**config.mk**
```make
export PLATFORM = sky130hd
export DESIGN_NAME = stick_scroll_auto_repeat_unit
export DESIGN_NICKNAME = d
export VERILOG_FILES = /design/src/ssar_pkg.sv /design/src/ssar_classify.sv /design/src/ssar_repeat.sv /design/src/stick_scroll_auto_repeat_unit.sv
export SDC_FILE = /design/constraint.sdc
export NUM_CORES = 1
export LEC_CHECK = 0
export ABC_AREA = 1
export BUFFER_PORTS_ARGS = -buffer_cell sky130_fd_sc_hd__buf_2
export CORE_MARGIN = 3
export CORE_UTILIZATION = 40
export CTS_BUF_LIST = sky130_fd_sc_hd__clkbuf_8
export DETAILED_ROUTE_END_ITERATION = 16
export GPL_TIMING_DRIVEN = 0
export PLACE_DENSITY = 0.61
export SYNTH_ARGS = -nofsm -noshare
export SYNTH_HDL_FRONTEND = slang
export SYNTH_SLANG_ARGS = --single-unit
```
**constraint.sdc**
```tcl
create_clock -name clk -period 8.6 [get_ports clk]
set_input_delay 0.86 -clock clk [delete_from_list [all_inputs] [get_ports clk]]
set_output_delay 0.86 -clock clk [all_outputs]
set_load 0.05 [all_outputs]
```
**src/ssar_pkg.sv**
```systemverilog
// ----------------------------------------------------------------------------
// ssar_pkg: shared types and constants for the stick scroll auto-repeat unit
// Field widths, register indexes, reset values and the sample class type.
// ----------------------------------------------------------------------------
`default_nettype none

package ssar_pkg;

	localparam int SampleW    = 12;
	localparam int ThreshW    = 11;
	localparam int IntervalW  = 8;
	localparam int UnitW      = 8;
	localparam int AmountW    = 11;
	localparam int CountW     = 9;
	localparam int CfgIndexW  = 2;
	localparam int CfgDataW   = 11;
	localparam int InTdataW   = 16;
	localparam int OutTdataW  = 16;

	localparam logic [ThreshW-1:0]   SlowThreshRst = ThreshW'(200);
	localparam logic [ThreshW-1:0]   FastThreshRst = ThreshW'(900);
	localparam logic [IntervalW-1:0] IntervalRst   = IntervalW'(6);
	localparam logic [UnitW-1:0]     UnitRst       = UnitW'(70);

	typedef enum logic [CfgIndexW-1:0] {
		CFG_SLOW_THRESHOLD  = 2'd0,
		CFG_FAST_THRESHOLD  = 2'd1,
		CFG_REPEAT_INTERVAL = 2'd2,
		CFG_WHEEL_UNIT      = 2'd3
	} cfg_idx_t;

	// neg and pos never both set; fast qualifies whichever is set
	typedef struct packed {
		logic neg;
		logic pos;
		logic fast;
	} stick_class_t;

endpackage

`default_nettype wire

```
**src/ssar_classify.sv**
```systemverilog
// ----------------------------------------------------------------------------
// ssar_classify: stick sample classifier
// Sorts a signed sample into none, slow or fast in either direction.
// ----------------------------------------------------------------------------
`default_nettype none

module ssar_classify (
	input  wire logic signed [ssar_pkg::SampleW-1:0] sample,
	input  wire logic [ssar_pkg::ThreshW-1:0]        slow_threshold,
	input  wire logic [ssar_pkg::ThreshW-1:0]        fast_threshold,
	output ssar_pkg::stick_class_t                   cls
);

	logic signed [ssar_pkg::SampleW:0] s_x;
	logic signed [ssar_pkg::SampleW:0] slow_x;
	logic signed [ssar_pkg::SampleW:0] fast_x;
	logic neg_slow, neg_fast, pos_slow, pos_fast;

	always_comb begin
		s_x    = {sample[ssar_pkg::SampleW-1], sample};
		slow_x = $signed({2'b00, slow_threshold});
		fast_x = $signed({2'b00, fast_threshold});
		neg_slow = s_x < -slow_x;
		neg_fast = s_x < -fast_x;
		pos_slow = s_x > slow_x;
		pos_fast = s_x > fast_x;
		// a fast match wins even when the fast threshold sits below the slow one
		cls.neg  = neg_slow | neg_fast;
		cls.pos  = pos_slow | pos_fast;
		cls.fast = pos_slow | pos_fast ? pos_fast : neg_fast;
	end

endmodule

`default_nettype wire

```
**src/ssar_repeat.sv**
```systemverilog
// ----------------------------------------------------------------------------
// ssar_repeat: per-direction hold and repeat countdown
// Keeps held flags and countdowns and decides whether a step emits an event.
// ----------------------------------------------------------------------------
`default_nettype none

module ssar_repeat (
	input  wire logic                               clk,
	input  wire logic                               arst_n,
	input  wire logic                               step,
	input  wire ssar_pkg::stick_class_t             cls,
	input  wire logic [ssar_pkg::IntervalW-1:0]     repeat_interval,
	output logic                                    fire
);

	logic                          neg_held_q, pos_held_q;
	logic [ssar_pkg::CountW-1:0]   neg_cd_q, pos_cd_q;
	logic                          neg_held_d, pos_held_d;
	logic [ssar_pkg::CountW-1:0]   neg_cd_d, pos_cd_d;
	logic [ssar_pkg::CountW-1:0]   reload;

	assign reload = {1'b0, repeat_interval};

	always_comb begin
		neg_held_d = neg_held_q;
		pos_held_d = pos_held_q;
		neg_cd_d   = neg_cd_q;
		pos_cd_d   = pos_cd_q;
		fire       = 1'b0;

		if (cls.neg) begin
			if (!neg_held_q) begin
				fire       = 1'b1;
				neg_held_d = 1'b1;
				// a fast first tick leaves the countdown alone
				if (!cls.fast) begin
					neg_cd_d = reload;
				end
			end else if (neg_cd_q <= ssar_pkg::CountW'(1)) begin
				fire     = 1'b1;
				neg_cd_d = reload;
			end else begin
				neg_cd_d = neg_cd_q - ssar_pkg::CountW'(1);
			end
		end else begin
			neg_held_d = 1'b0;
		end

		if (cls.pos) begin
			if (!pos_held_q) begin
				// a fast first tick arms the hold without emitting
				fire       = !cls.fast;
				pos_held_d = 1'b1;
				pos_cd_d   = reload;
			end else if (pos_cd_q <= ssar_pkg::CountW'(1)) begin
				fire     = 1'b1;
				pos_cd_d = reload;
			end else begin
				pos_cd_d = pos_cd_q - ssar_pkg::CountW'(1);
			end
		end else begin
			pos_held_d = 1'b0;
		end
	end

	always_ff @(posedge clk or negedge arst_n) begin
		if (!arst_n) begin
			neg_held_q <= 1'b0;
			pos_held_q <= 1'b0;
			neg_cd_q   <= '0;
			pos_cd_q   <= '0;
		end else if (step) begin
			neg_held_q <= neg_held_d;
			pos_held_q <= pos_held_d;
			neg_cd_q   <= neg_cd_d;
			pos_cd_q   <= pos_cd_d;
		end
	end

	a_held_exclusive: assert property (@(posedge clk) disable iff (!arst_n)
		!(neg_held_q && pos_held_q))
		else $error("both directions held");

	a_fire_needs_class: assert property (@(posedge clk) disable iff (!arst_n)
		fire |-> (cls.neg || cls.pos))
		else $error("event with centered stick");

	a_neg_hold_set: assert property (@(posedge clk) disable iff (!arst_n)
		(step && cls.neg) |=> neg_held_q)
		else $error("negative hold not recorded");

	a_release: assert property (@(posedge clk) disable iff (!arst_n)
		(step && !cls.neg && !cls.pos) |=> (!neg_held_q && !pos_held_q))
		else $error("hold survived release");

endmodule

`default_nettype wire

```
**src/stick_scroll_auto_repeat_unit.sv**
```systemverilog
// ----------------------------------------------------------------------------
// stick_scroll_auto_repeat_unit: joystick to wheel auto-repeat
// Turns held vertical stick deflection into repeated wheel events.
// ----------------------------------------------------------------------------
// Takes one stick sample per clock cycle while not stalled: the sample is
// registered, then classified and run against the hold state, and a wheel
// event, if any, lands in the output register. Samples that cause no
// event produce no output item. The output register drains while the next
// sample is taken, so the input stalls only while a waiting event is not
// taken. Configuration registers reset to slow 200, fast 900, interval 6,
// unit 70 and may be written only while no sample is in flight.
`default_nettype none

module stick_scroll_auto_repeat_unit (
	input  wire logic                              clk,
	input  wire logic                              arst_n,
	input  wire logic                              s_axis_tvalid,
	output logic                                   s_axis_tready,
	input  wire logic [ssar_pkg::InTdataW-1:0]     s_axis_tdata,  // [11:0] stick_sample
	output logic                                   m_axis_tvalid,
	input  wire logic                              m_axis_tready,
	output logic [ssar_pkg::OutTdataW-1:0]         m_axis_tdata,  // [10:0] wheel_amount
	input  wire logic                              cfg_we,
	input  wire logic [ssar_pkg::CfgIndexW-1:0]    cfg_index,
	input  wire logic [ssar_pkg::CfgDataW-1:0]     cfg_wdata
);

	logic [ssar_pkg::ThreshW-1:0]   slow_threshold_q;
	logic [ssar_pkg::ThreshW-1:0]   fast_threshold_q;
	logic [ssar_pkg::IntervalW-1:0] repeat_interval_q;
	logic [ssar_pkg::UnitW-1:0]     wheel_unit_q;

	logic                                 valid_s1;
	logic signed [ssar_pkg::SampleW-1:0]  sample_s1;
	logic                                 valid_s2;
	logic [ssar_pkg::AmountW-1:0]         wheel_amount_s2;

	logic                          advance;
	logic                          step;
	logic                          fire;
	ssar_pkg::stick_class_t        cls;
	logic [ssar_pkg::UnitW+1:0]    mag;
	logic [ssar_pkg::AmountW-1:0]  amount;

	always_ff @(posedge clk or negedge arst_n) begin
		if (!arst_n) begin
			slow_threshold_q  <= ssar_pkg::SlowThreshRst;
			fast_threshold_q  <= ssar_pkg::FastThreshRst;
			repeat_interval_q <= ssar_pkg::IntervalRst;
			wheel_unit_q      <= ssar_pkg::UnitRst;
		end else if (cfg_we) begin
			unique case (ssar_pkg::cfg_idx_t'(cfg_index))
				ssar_pkg::CFG_SLOW_THRESHOLD: begin
					slow_threshold_q <= cfg_wdata[ssar_pkg::ThreshW-1:0];
				end
				ssar_pkg::CFG_FAST_THRESHOLD: begin
					fast_threshold_q <= cfg_wdata[ssar_pkg::ThreshW-1:0];
				end
				ssar_pkg::CFG_REPEAT_INTERVAL: begin
					repeat_interval_q <= cfg_wdata[ssar_pkg::IntervalW-1:0];
				end
				ssar_pkg::CFG_WHEEL_UNIT: begin
					wheel_unit_q <= cfg_wdata[ssar_pkg::UnitW-1:0];
				end
			endcase
		end
	end

	assign advance       = !valid_s2 || m_axis_tready;
	assign step          = valid_s1 && advance;
	assign s_axis_tready = !valid_s1 || advance;

	ssar_classify u_classify (
		.sample         (sample_s1),
		.slow_threshold (slow_threshold_q),
		.fast_threshold (fast_threshold_q),
		.cls            (cls)
	);

	ssar_repeat u_repeat (
		.clk             (clk),
		.arst_n          (arst_n),
		.step            (step),
		.cls             (cls),
		.repeat_interval (repeat_interval_q),
		.fire            (fire)
	);

	always_comb begin
		if (cls.fast) begin
			mag = {2'b00, wheel_unit_q} + {1'b0, wheel_unit_q, 1'b0};
		end else begin
			mag = {2'b00, wheel_unit_q};
		end
		if (cls.neg) begin
			amount = -{1'b0, mag};
		end else begin
			amount = {1'b0, mag};
		end
	end

	always_ff @(posedge clk or negedge arst_n) begin
		if (!arst_n) begin
			valid_s1 <= 1'b0;
			valid_s2 <= 1'b0;
		end else begin
			if (s_axis_tready) begin
				valid_s1 <= s_axis_tvalid;
			end
			if (advance) begin
				valid_s2 <= step && fire;
			end
		end
	end

	always_ff @(posedge clk) begin
		if (s_axis_tready && s_axis_tvalid) begin
			sample_s1 <= $signed(s_axis_tdata[ssar_pkg::SampleW-1:0]);
		end
		if (step && fire) begin
			wheel_amount_s2 <= amount;
		end
	end

	assign m_axis_tvalid = valid_s2;
	assign m_axis_tdata  = {{(ssar_pkg::OutTdataW-ssar_pkg::AmountW){1'b0}}, wheel_amount_s2};

endmodule

`default_nettype wire

```
* Word level (Yosys, flattened, before mapping)
Index checks and enable logic that the tools add are counted. Widths: inputs -> output; s select.
Storage, ports and cells: register bits after elaboration 83, bits of input ports 34
Operators by class: mux-type cells 16, bitwise operators 2, reductions and logical operators 15, equal/unequal tests 4, add/subtract/negate cells 6, $lt $le $gt $ge 6
Operators by type and width (number):
- $mux 9 | 5
- $lt 12x13->1 | 2
- $neg 11->13 | 2
- $gt 12x12->1 | 2
- $mux 10 | 2
- $le 9x1->1 const B | 2
- $sub 9x1->9 const B | 2
- $neg 10->11 | 1
- $add 8x9->10 | 1
- $reduce_and 2->1 | 5
- $mux 1 | 9
- $eq 2x2->1 const B | 2
- $logic_and 1x1->1 | 3
- $logic_not 1->1 | 3
- $reduce_and 3->1 | 1
- $eq 2x1->1 const B | 1
- $logic_not 2->1 | 1
- $logic_or 1x1->1 | 2
- $ne 2x2->1 const B | 1
- $or 1x1->1 | 2

* Depth between registers and ports, before layout
Gate-level depths: netlist of the first run.
word-level depth 8, gate-level depth with buffers 28, gate-level depth less buffers 27

* Modules after synthesis
A second synthesis of the first run with hierarchy kept.
Second synthesis, totals: cell total of the unflattened synthesis 815, area, all modules 6189.7 um^2
By module, submodules not included:
- stick_scroll_auto_repeat_unit | times used 1, seq. area each 1706.6 um^2, area each 3115.5 um^2, cells each 347
- ssar_classify | times used 1, seq. area each 0.0 um^2, area each 1607.8 um^2, cells each 255
- ssar_repeat | times used 1, seq. area each 500.5 um^2, area each 1466.4 um^2, cells each 213

* Worst setup path after synthesis of the first run
OpenSTA, ideal clock, no wires.
kind register to register, from reg fast_threshold_q[0] in the netlist's numbering, to reg wheel_amount_s2[7] in the netlist's numbering (data pin), setup slack 5.321 ns, data arrival time 3.030 ns, stages on the path, launching flop included 29, clock period less this slack 3.279 ns, required time 8.351 ns, path through dfrtp_1 > inv_1 > ha_1 > nand3_1 > nor2_1 > nand2_1 > nor3_1 > nand3_1 > xor2_1 > ha_1 > nand2_1 > nand2_1 > nand2_1 > nand2_1 > a21oi_1 > nand2_1 > nand2_1 > nand3_4 > nand2_4 > buf_12 > nand2_1 > nand2_2 > nand2_1 > nor2_1 > nand2_1 > nand2_1 > nand2_1 > nand2_1 > inv_1
Between the ends: cells in the longest elaborated chain, start to end 6, elaborated cells between the ends (all ways) 9, those cells by class add/sub (2); order compare (2); mux (3); bitwise (2)
Ends and longest elaborated chain:
- start: declaration | RTL line stick_scroll_auto_repeat_unit.sv:29 | logic [ssar_pkg::ThreshW-1:0] fast_threshold_q;
- start signal: assignment | RTL line stick_scroll_auto_repeat_unit.sv:48 | fast_threshold_q <= ssar_pkg::FastThreshRst;
- start signal: assignment | RTL line stick_scroll_auto_repeat_unit.sv:57 | fast_threshold_q <= cfg_wdata[ssar_pkg::ThreshW-1:0];
- $neg 11->13 or $gt 12x12->1 (tied branches) | RTL line ssar_classify.sv:24, ssar_classify.sv:26
- $lt 12x13->1 or $or 1x1->1 (tied branches) | RTL line ssar_classify.sv:24, ssar_classify.sv:30
- $mux 1 | RTL line ssar_classify.sv:30 | cls.fast = pos_slow | pos_fast ? pos_fast : neg_fast;
- $mux 10 | RTL line stick_scroll_auto_repeat_unit.sv:90 | if (cls.fast) begin
- $neg 10->11 | RTL line stick_scroll_auto_repeat_unit.sv:96 | amount = -{1'b0, mag};
- $mux 10 * | RTL line stick_scroll_auto_repeat_unit.sv:95 | if (cls.neg) begin
- via amount (one bit) | RTL line stick_scroll_auto_repeat_unit.sv:43 | logic [ssar_pkg::AmountW-1:0] amount;
- end signal: assignment | RTL line stick_scroll_auto_repeat_unit.sv:121 | wheel_amount_s2 <= amount;
- end: declaration | RTL line stick_scroll_auto_repeat_unit.sv:36 | logic [ssar_pkg::AmountW-1:0] wheel_amount_s2;
The timed path passes the listed nets; every way through them passes the cells marked *. A chain may end at the register's enable or synchronous reset.

* Worst setup path in the final report of the first run
from reg fast_threshold_q[0] in the netlist's numbering, to reg wheel_amount_s2[8] in the netlist's numbering (enable)
Between the ends: cells in the longest elaborated chain, start to end 8, elaborated cells between the ends (all ways) 12, those cells by class add/sub (1); order compare (2); mux (5); bitwise (2); reduce/logical (2)
Ends and longest elaborated chain:
- $neg 11->13 | RTL line ssar_classify.sv:24 | neg_fast = s_x < -fast_x;
- $lt 12x13->1 | RTL line ssar_classify.sv:24
- $or 1x1->1 | RTL line ssar_classify.sv:28 | cls.neg = neg_slow | neg_fast;
- $mux 1 | RTL line ssar_repeat.sv:31 | if (cls.neg) begin
- $mux 1 | RTL line ssar_repeat.sv:55 | end else if (pos_cd_q <= ssar_pkg::CountW'(1)) begin
- $mux 1 | RTL line ssar_repeat.sv:50 | if (!pos_held_q) begin
- $mux 1 * | RTL line ssar_repeat.sv:49 | if (cls.pos) begin
- $logic_and 1x1->1 * | RTL line stick_scroll_auto_repeat_unit.sv:120 | if (step && fire) begin
Every way passes the cells marked *; elsewhere a longest branch is shown, timed or not.

==> results of run 1 <==
## metrics by stage
step	area (um2)	total power [W]	hold WS [ps]	setup slack, ps	std cells
final	6460	0.00171	520	4730	981
after global routing	6460	0.00189	542	4390	981
after floorplan	5810	0.00123	453	5320	743
after CTS	6460	0.00173	521	4680	981
after global placement	6240	0.00139	476	4720	965
after detailed placement	6240	0.00140	500	4700	965
## layer usage
metal / vias up / wire length, um
met4: 0 / 98
met5: - / 0
met1: 2090 / 5890
met3: 10 / 496
li1: 2493 / -
met2: 63 / 5780
## registers in the layout (all words and copies together), names as in the netlist
| name | cells |
|---|---|
| valid_s1 | 1 |
| wheel_unit_q | 8 |
| sample_s1 | 12 |
| u_repeat.neg_held_q | 1 |
| repeat_interval_q | 8 |
| slow_threshold_q | 11 |
| u_repeat.pos_held_q | 1 |
| wheel_amount_s2 | 11 |
| m_axis_tvalid | 1 |
| u_repeat.pos_cd_q | 9 |
| fast_threshold_q | 11 |
| u_repeat.neg_cd_q | 9 |
## power by group through the flow
stage	sequential, W	clock (W)	combinational [W]
after global placement	0.000626	0	0.000768
after global routing	0.000637	0.000351	0.000900
after floorplan	0.000681	0	0.000550
final	0.000621	0.000321	0.000772
after detailed placement	0.000628	0	0.000777
after CTS	0.000621	0.000332	0.000780
## final cells by class
cell class                      count  area, um2
Fill cell                        1421       7580
Multi-Input combinational cell    531       3070
Sequential cell                    83       2210
Inverter                          112        420
Tap cell                          180        225
Timing Repair Buffer               42        213
Clock buffer                        9        124
Buffer                             17        110
Clock inverter                      7       96.3
## cells in the final DEF (no fill, tap or decap), drive strengths merged, types with 2 or more instances in the layout
master,n
buf,52
dfstp,12
o211ai,4
xor2,24
bufinv,2
nand4,10
clkinv,2
clkbuf,16
mux2i,2
nor3,12
a31oi,3
ha,62
o21a,3
or2,2
a21oi,24
edfxtp,23
inv,115
nand3b,3
nor2,53
o21ai,67
nand2,204
nand3,38
xnor2,7
conb,5
dfrtp,48
## how the worst max path moves through the flow
| stage | start | to | slack [ps] | cells after the start |
|---|---|---|---|---|
| 2_1_floorplan | fast_threshold_q[0]$_DFFE_PN0P_ | wheel_amount_s2[7]$_DFFE_PP_ | 5320 | 28 |
| 3_3_place_gp | fast_threshold_q[1]$_DFFE_PN0P_ | wheel_amount_s2[7]$_DFFE_PP_ | 4720 | 21 |
| 3_5_place_dp | fast_threshold_q[1]$_DFFE_PN0P_ | wheel_amount_s2[7]$_DFFE_PP_ | 4700 | 21 |
| 4_1_cts | fast_threshold_q[0]$_DFFE_PN0P_ | wheel_amount_s2[7]$_DFFE_PP_ | 4680 | 21 |
| 5_1_grt | fast_threshold_q[0]$_DFFE_PN0P_ | wheel_amount_s2[3]$_DFFE_PP_ | 4390 | 22 |
| 6_report | fast_threshold_q[0]$_DFFE_PN0P_ | wheel_amount_s2[8]$_DFFE_PP_ | 4730 | 21 |
## kinds of logic (layout without fill, tap and decap cells)
kind of cell | count (synthesis) | after routing | synth area share
other | 1 | 5 | 0.000647
adder cells (fa/ha/maj) | 63 | 63 | 0.137
buffers and inverters | 129 | 187 | 0.0916
AND/OR/NAND/NOR | 326 | 326 | 0.242
multiplexers | 2 | 2 | 0.00346
flip-flops | 83 | 83 | 0.381
AO/OA/AOI/OAI | 104 | 104 | 0.0966
XOR/XNOR | 31 | 31 | 0.0469
## synthesized netlist by cell type (all sizes together)
cell / number
nand2: 204
inv: 112
o21ai: 67
ha: 62
nor2: 53
dfrtp: 48
nand3: 38
a21oi: 24
xor2: 24
edfxtp: 23
dfstp: 12
nor3: 12
buf: 10
nand4: 10
clkbuf: 7
xnor2: 7
o211ai: 4
a31oi: 3
nand3b: 3
o21a: 3
mux2i: 2
or2: 2
and3: 1
conb: 1
fa: 1
nor3b: 1
nor4: 1
o2111ai: 1
o221ai: 1
o22ai: 1
or3: 1
## critical path, stage by stage (launching register included)
cell and delay, ps:
sky130_fd_sc_hd__dfrtp_1 440, sky130_fd_sc_hd__inv_1 80, sky130_fd_sc_hd__ha_1 190, sky130_fd_sc_hd__nand3_1 120, sky130_fd_sc_hd__nor2_1 110, sky130_fd_sc_hd__nand2_1 90
sky130_fd_sc_hd__nor3_1 260, sky130_fd_sc_hd__nand3_1 170, sky130_fd_sc_hd__xor2_1 180, sky130_fd_sc_hd__ha_1 290, sky130_fd_sc_hd__nand2_1 70, sky130_fd_sc_hd__nor2_2 110
sky130_fd_sc_hd__nand2_1 70, sky130_fd_sc_hd__nor2_1 80, sky130_fd_sc_hd__nand2_1 80, sky130_fd_sc_hd__nand3b_1 150, sky130_fd_sc_hd__nand2_1 90, sky130_fd_sc_hd__nand3_1 290
sky130_fd_sc_hd__nand2_1 110, sky130_fd_sc_hd__nor2_1 110, sky130_fd_sc_hd__o22ai_1 100, sky130_fd_sc_hd__inv_1 320
==> impl_metrics.toml, run 1 <==
[floorplanning]
fp.dieArea_um2 = 16000
core.rowCount = 43
die_width_um = 126
floorplan.initialDensity = 0.412
io_pins = 52
height_of_the_die_um = 126
core_region_area_um2 = 14000

[route]
via_count = 4656
routed_via_density = 4.75
final_antenna_net_count = 0
drt_pass1_iterations = 5
total_drc_errors_in_the_routed_layout = 0
detail_route.wl_per_cell_um = 12.5
drt_iter0_drc = 275
routed_wl_mm = 12.3

[clocking]
clock_latency_ps = 390
cell_at_the_root_of_the_clock_tree = "sky130_fd_sc_hd__clkbuf_8"
ctsResizeCount = 0
cts.clk_slew.worst_paths_ps = 100
clkSinkCount = 83
post-cts-setup-buffers = 0
cts_inserted_buffers = 9
h-tree-depth = 3
tritoncts = "done"
clock_path_buffers = 2
cts_hold_buf = 0

[critical_path]
setup.worst_path.start_class = "flip-flop"
arrival_time_at_the_worst_endpoint_ps = 3910
end_kind = "flip-flop"
worst_path_fanout_max = 11
ff2ff_setup_slack_ps = 4730
regToRegStartpoint = "fast_threshold_q[0]$_DFFE_PN0P_"
rr_worst_depth = 21
critPathKind = "reg2reg"
r2r_end = "wheel_amount_s2[8]$_DFFE_PP_"
required_ps = 8640

[grt]
grt_first_pass_wirelength_mm = 21.5
grt.busiest_layer = "met2"
grt_start_max_net_pins = 61
grt_use_met3 = 0.0425
grtUsageTotal = 0.166
first_global_vias = 4632
grt_util_met2 = 0.283
gr-total-overflow = 0
number_of_antenna_violations_at_the_first_check_in_global_routing = 0
met1_usage = 0.217

[power]
power.net_switching_w = 0.000742
ir_worst_vdd_uv = 90.0
power_per_cell_area_nw_per_um2 = 265
pwr-share-seq = 0.362
combinational_power_share = 0.451
clkPwrFrac = 0.187
cellLeakagePower_nw = 3.36
cellInternalPower_w = 0.000972
sw_frac_of_total = 0.433

[sta]
final_hold_viol_count = 0
fmax_mhz = 258
timing.final.setup_violations = 0
max_slew.worst_pin.slew_ps = 749
clock_skew_after_layout_ps = 17.2
final.period_utilization = 0.450
grt_setup_unrepaired = "no"
period_minus_slack_ps = 3870
final.setup.tns_ps = 0
timing.final.max_slew_violations = 0
timing.max_slew.rel_slack = 0.500

[final_layout]
drive_above_1_share = 0.127
layout-area-overhead-vs-synth_pct = 11.6
finish.net_count = 893
antenna-diode-count = 0
final_core_utilization = 0.460

[synth]
synthesis.instances = 739
synth_seq_area_share = 0.381
ys_seq_elements = 83
ys_warn_count = 0
yosys.area.top_type = "sky130_fd_sc_hd__dfrtp_1"
synth_area_um2 = 5790
synth_top_cells_by_area = "sky130_fd_sc_hd__dfrtp_1 (21%), sky130_fd_sc_hd__ha_1 (13%), sky130_fd_sc_hd__nand2_1 (13%)"
synth.avg_cell_area_um2 = 7.84
yosys.area.top_type_share = 0.207
yosysUniqueCellTypes = 44

[placement]
io_buffers = 42
place_hpwl_mm = 9.81
gp_routability_congestion = 0.797

[worst_hold_path]
hold_path.class = "in2async"

[job]
drv.max_cap_violation_count = 0

[run_status]
outcome = "finished clean"
No activity file was read; power rests on OpenSTA's default activity.
==> run 2: changes to the inputs <==
==> constraint.sdc (replaced) <==
create_clock -name clk -period 4 [get_ports clk]
set_input_delay 0.4 -clock clk [delete_from_list [all_inputs] [get_ports clk]]
set_output_delay 0.4 -clock clk [all_outputs]
set_load 0.05 [all_outputs]
==> impl_metrics.toml, run 2 (same netlist as run 1, synthesis figures left out) <==
[power]
power.net_switching_w = 0.00161
clkPwrFrac = 0.185
sw_frac_of_total = 0.432
pwr-share-seq = 0.359
cellInternalPower_w = 0.00212
power_per_cell_area_nw_per_um2 = 567
ir_worst_vdd_uv = 191
cellLeakagePower_nw = 3.40
combinational_power_share = 0.456

[final_layout]
commonest_cells_after_routing_fill_and_taps_aside = "sky130_fd_sc_hd__nand2_1 (192), sky130_fd_sc_hd__inv_1 (107), sky130_fd_sc_hd__o21ai_0 (64), sky130_fd_sc_hd__ha_1 (61)"
layout.area.seq_um2 = 2210
layout.filler_cells = 1418
finish.net_count = 901
finish.instance_area_um2 = 6580
antenna-diode-count = 0
layout_commonest_cell = "sky130_fd_sc_hd__nand2_1"
largest_reg_flops = 12
final_core_utilization = 0.468
largest_register_by_flop_count = "sample_s1"
drive_above_1_share = 0.155
multiInputGateArea_um2 = 3120
layout-area-overhead-vs-synth_pct = 13.5

[route]
drt_iter0_drc = 274
total_drc_errors_in_the_routed_layout = 0
final_antenna_net_count = 0
routed_wl_mm = 12.4
routed_via_density = 4.74
via_count = 4690
drt_pass1_iterations = 4
detail_route.wl_per_cell_um = 12.5

[sta]
period_minus_slack_ps = 3670
final.period_utilization = 0.917
clock_skew_after_layout_ps = 15.5
timing.final.max_slew_violations = 0
timing.max_slew.rel_slack = 0.509
fmax_mhz = 273
timing.final.setup_violations = 0
final_hold_viol_count = 0
max_slew.worst_pin.slew_ps = 736

[clocking]
cell_at_the_root_of_the_clock_tree = "sky130_fd_sc_hd__clkbuf_8"
cts_inserted_buffers = 9
cts.clk_slew.worst_paths_ps = 100
cts_hold_buf = 0
h-tree-depth = 3
clkSinkCount = 83
clock_path_buffers = 2
tritoncts = "done"
clock_latency_ps = 390

[critical_path]
critical-path-top-cell-by-count = "sky130_fd_sc_hd__nand2_1"
critPathKind = "reg2reg"
worst_setup_path_startpoint = "fast_threshold_q[0]$_DFFE_PN0P_"
worst_path_fanout_max = 10
arrival_time_at_the_worst_endpoint_ps = 3940
regToRegStartpoint = "fast_threshold_q[0]$_DFFE_PN0P_"
setup.worst_path.start_class = "flip-flop"
critPathSlowestCell = "sky130_fd_sc_hd__dfrtp_2"
end_kind = "flip-flop"
cp_slowest_stage_delay_ps = 450
required_ps = 4280
path_cells = "inv_2, ha_4, nand3_2, nor2_2, nand2_1, nor3_2, nand3_1, xor2_1, ha_1, nand2_1, nor2_2, nand2_1, nor2_1, nand2_1, nand3b_1, nand3_4, nand2_4, buf_4, inv_2, o211ai_2, buf_6, o21ai_0"

[floorplanning]
die_width_um = 126
io_pins = 52
core_region_area_um2 = 14000
fp.dieArea_um2 = 16000
height_of_the_die_um = 126
core.rowCount = 43
floorplan.initialDensity = 0.412

[placement]
gp_routability_congestion = 0.797
place_hpwl_mm = 9.81
io_buffers = 42
placed_area_um2 = 6240

[grt]
grtUsageTotal = 0.166
gr-total-overflow = 0
grt_start_max_net_pins = 61
first_global_vias = 4632
grt_first_pass_wirelength_mm = 21.5
number_of_antenna_violations_at_the_first_check_in_global_routing = 0

[run_status]
outcome = "finished clean"

[job]
drv.max_cap_violation_count = 0

[worst_hold_path]
hold_path.class = "in2async"
-- run 2: changes by cell type in the layout (fill, tap and decap cells not counted), moves of 2 or more --
cell                      previous run  this run
sky130_fd_sc_hd__buf_4               6        14
sky130_fd_sc_hd__nand2_1           195       192
sky130_fd_sc_hd__nor2_1             49        47
sky130_fd_sc_hd__nor3_2              1         3
sky130_fd_sc_hd__nand3_2             1         3
sky130_fd_sc_hd__nand2_2             7        10
sky130_fd_sc_hd__inv_2               2         5
sky130_fd_sc_hd__nor2_2              4         6
sky130_fd_sc_hd__nor3_1             11         9
sky130_fd_sc_hd__inv_1             110       107
sky130_fd_sc_hd__nand3_1            36        34
-- run 2: layer usage --
layer | track usage | part of all wire | wire [um] | vias to the layer above
met5 | 0 | 0 | 0 | -
met3 | 0.0425 | 0.052 | 647 | 9
li1 | - | - | - | 2507
met2 | 0.283 | 0.48 | 5920 | 79
met4 | 0.0303 | 0.0058 | 72 | 0
met1 | 0.217 | 0.46 | 5730 | 2095
-- run 2: area by class of cell --
type | instances | share of cell area
multi-input cells | 531 | 0.474
flip-flops and latches | 83 | 0.336
inverters | 112 | 0.0639
repair buffers | 50 | 0.0415
well taps | 180 | 0.0343
clock buffers | 9 | 0.0188
plain buffers | 17 | 0.0167
clock inverters | 7 | 0.0147
-- run 2: power groups by stage --
stage                     Sequential [W]  Clock, W  Combinational (W)
after floorplan                  0.00146         0            0.00118
after CTS                        0.00134  0.000713            0.00168
after global routing             0.00137  0.000754            0.00198
after global placement           0.00135         0            0.00165
final                            0.00134  0.000690            0.00170
after detailed placement         0.00135         0            0.00167
-- run 2: critical path, delay by kind of cell, from the launching register on --
kind,cells,cell delay [ps]
xor+xnor,1,170
compound gates,2,490
flops,1,450
fa+ha+maj,2,420
simple gates,13,1560
buf+inv,4,440
-- run 2: final timing paths --
check	endpoint	slack, ps	cells after the start
max reg2reg	u_repeat.neg_cd_q[5]$_DFFE_PN0P_	330	22
max in group asynchronous	fast_threshold_q[0]$_DFFE_PN0P_	3400	1
min	u_repeat.neg_cd_q[2]$_DFFE_PN0P_	60	1
min in group clk	sample_s1[2]$_DFFE_PP_	190	1
min reg2reg	repeat_interval_q[7]$_DFFE_PN0P_	520	2
max	u_repeat.neg_cd_q[5]$_DFFE_PN0P_	330	22
-- run 2: timing repair --
| item | in CTS | in global routing |
|---|---|---|
| setup endpoints to repair | 0 | 18 |
| resized for setup | 0 | 16 |
| buffers inserted | 0 | 8 |
-- run 2: per-stage QoR --
| stage | power, W | hold WS, ps | setup WS [ps] | TNS [ps] | cells |
|---|---|---|---|---|---|
| 3_3_place_gp | 0.00300 | 476 | 117 | 0 | 965 |
| 6_report | 0.00373 | 62.6 | 332 | 0 | 989 |
| 5_1_grt | 0.00410 | 111 | -20.6 | -20.6 | 989 |
| 3_5_place_dp | 0.00302 | 500 | 104 | 0 | 965 |
| 2_1_floorplan | 0.00265 | 104 | 721 | 0 | 743 |
| 4_1_cts | 0.00373 | 176 | 83.6 | 0 | 981 |
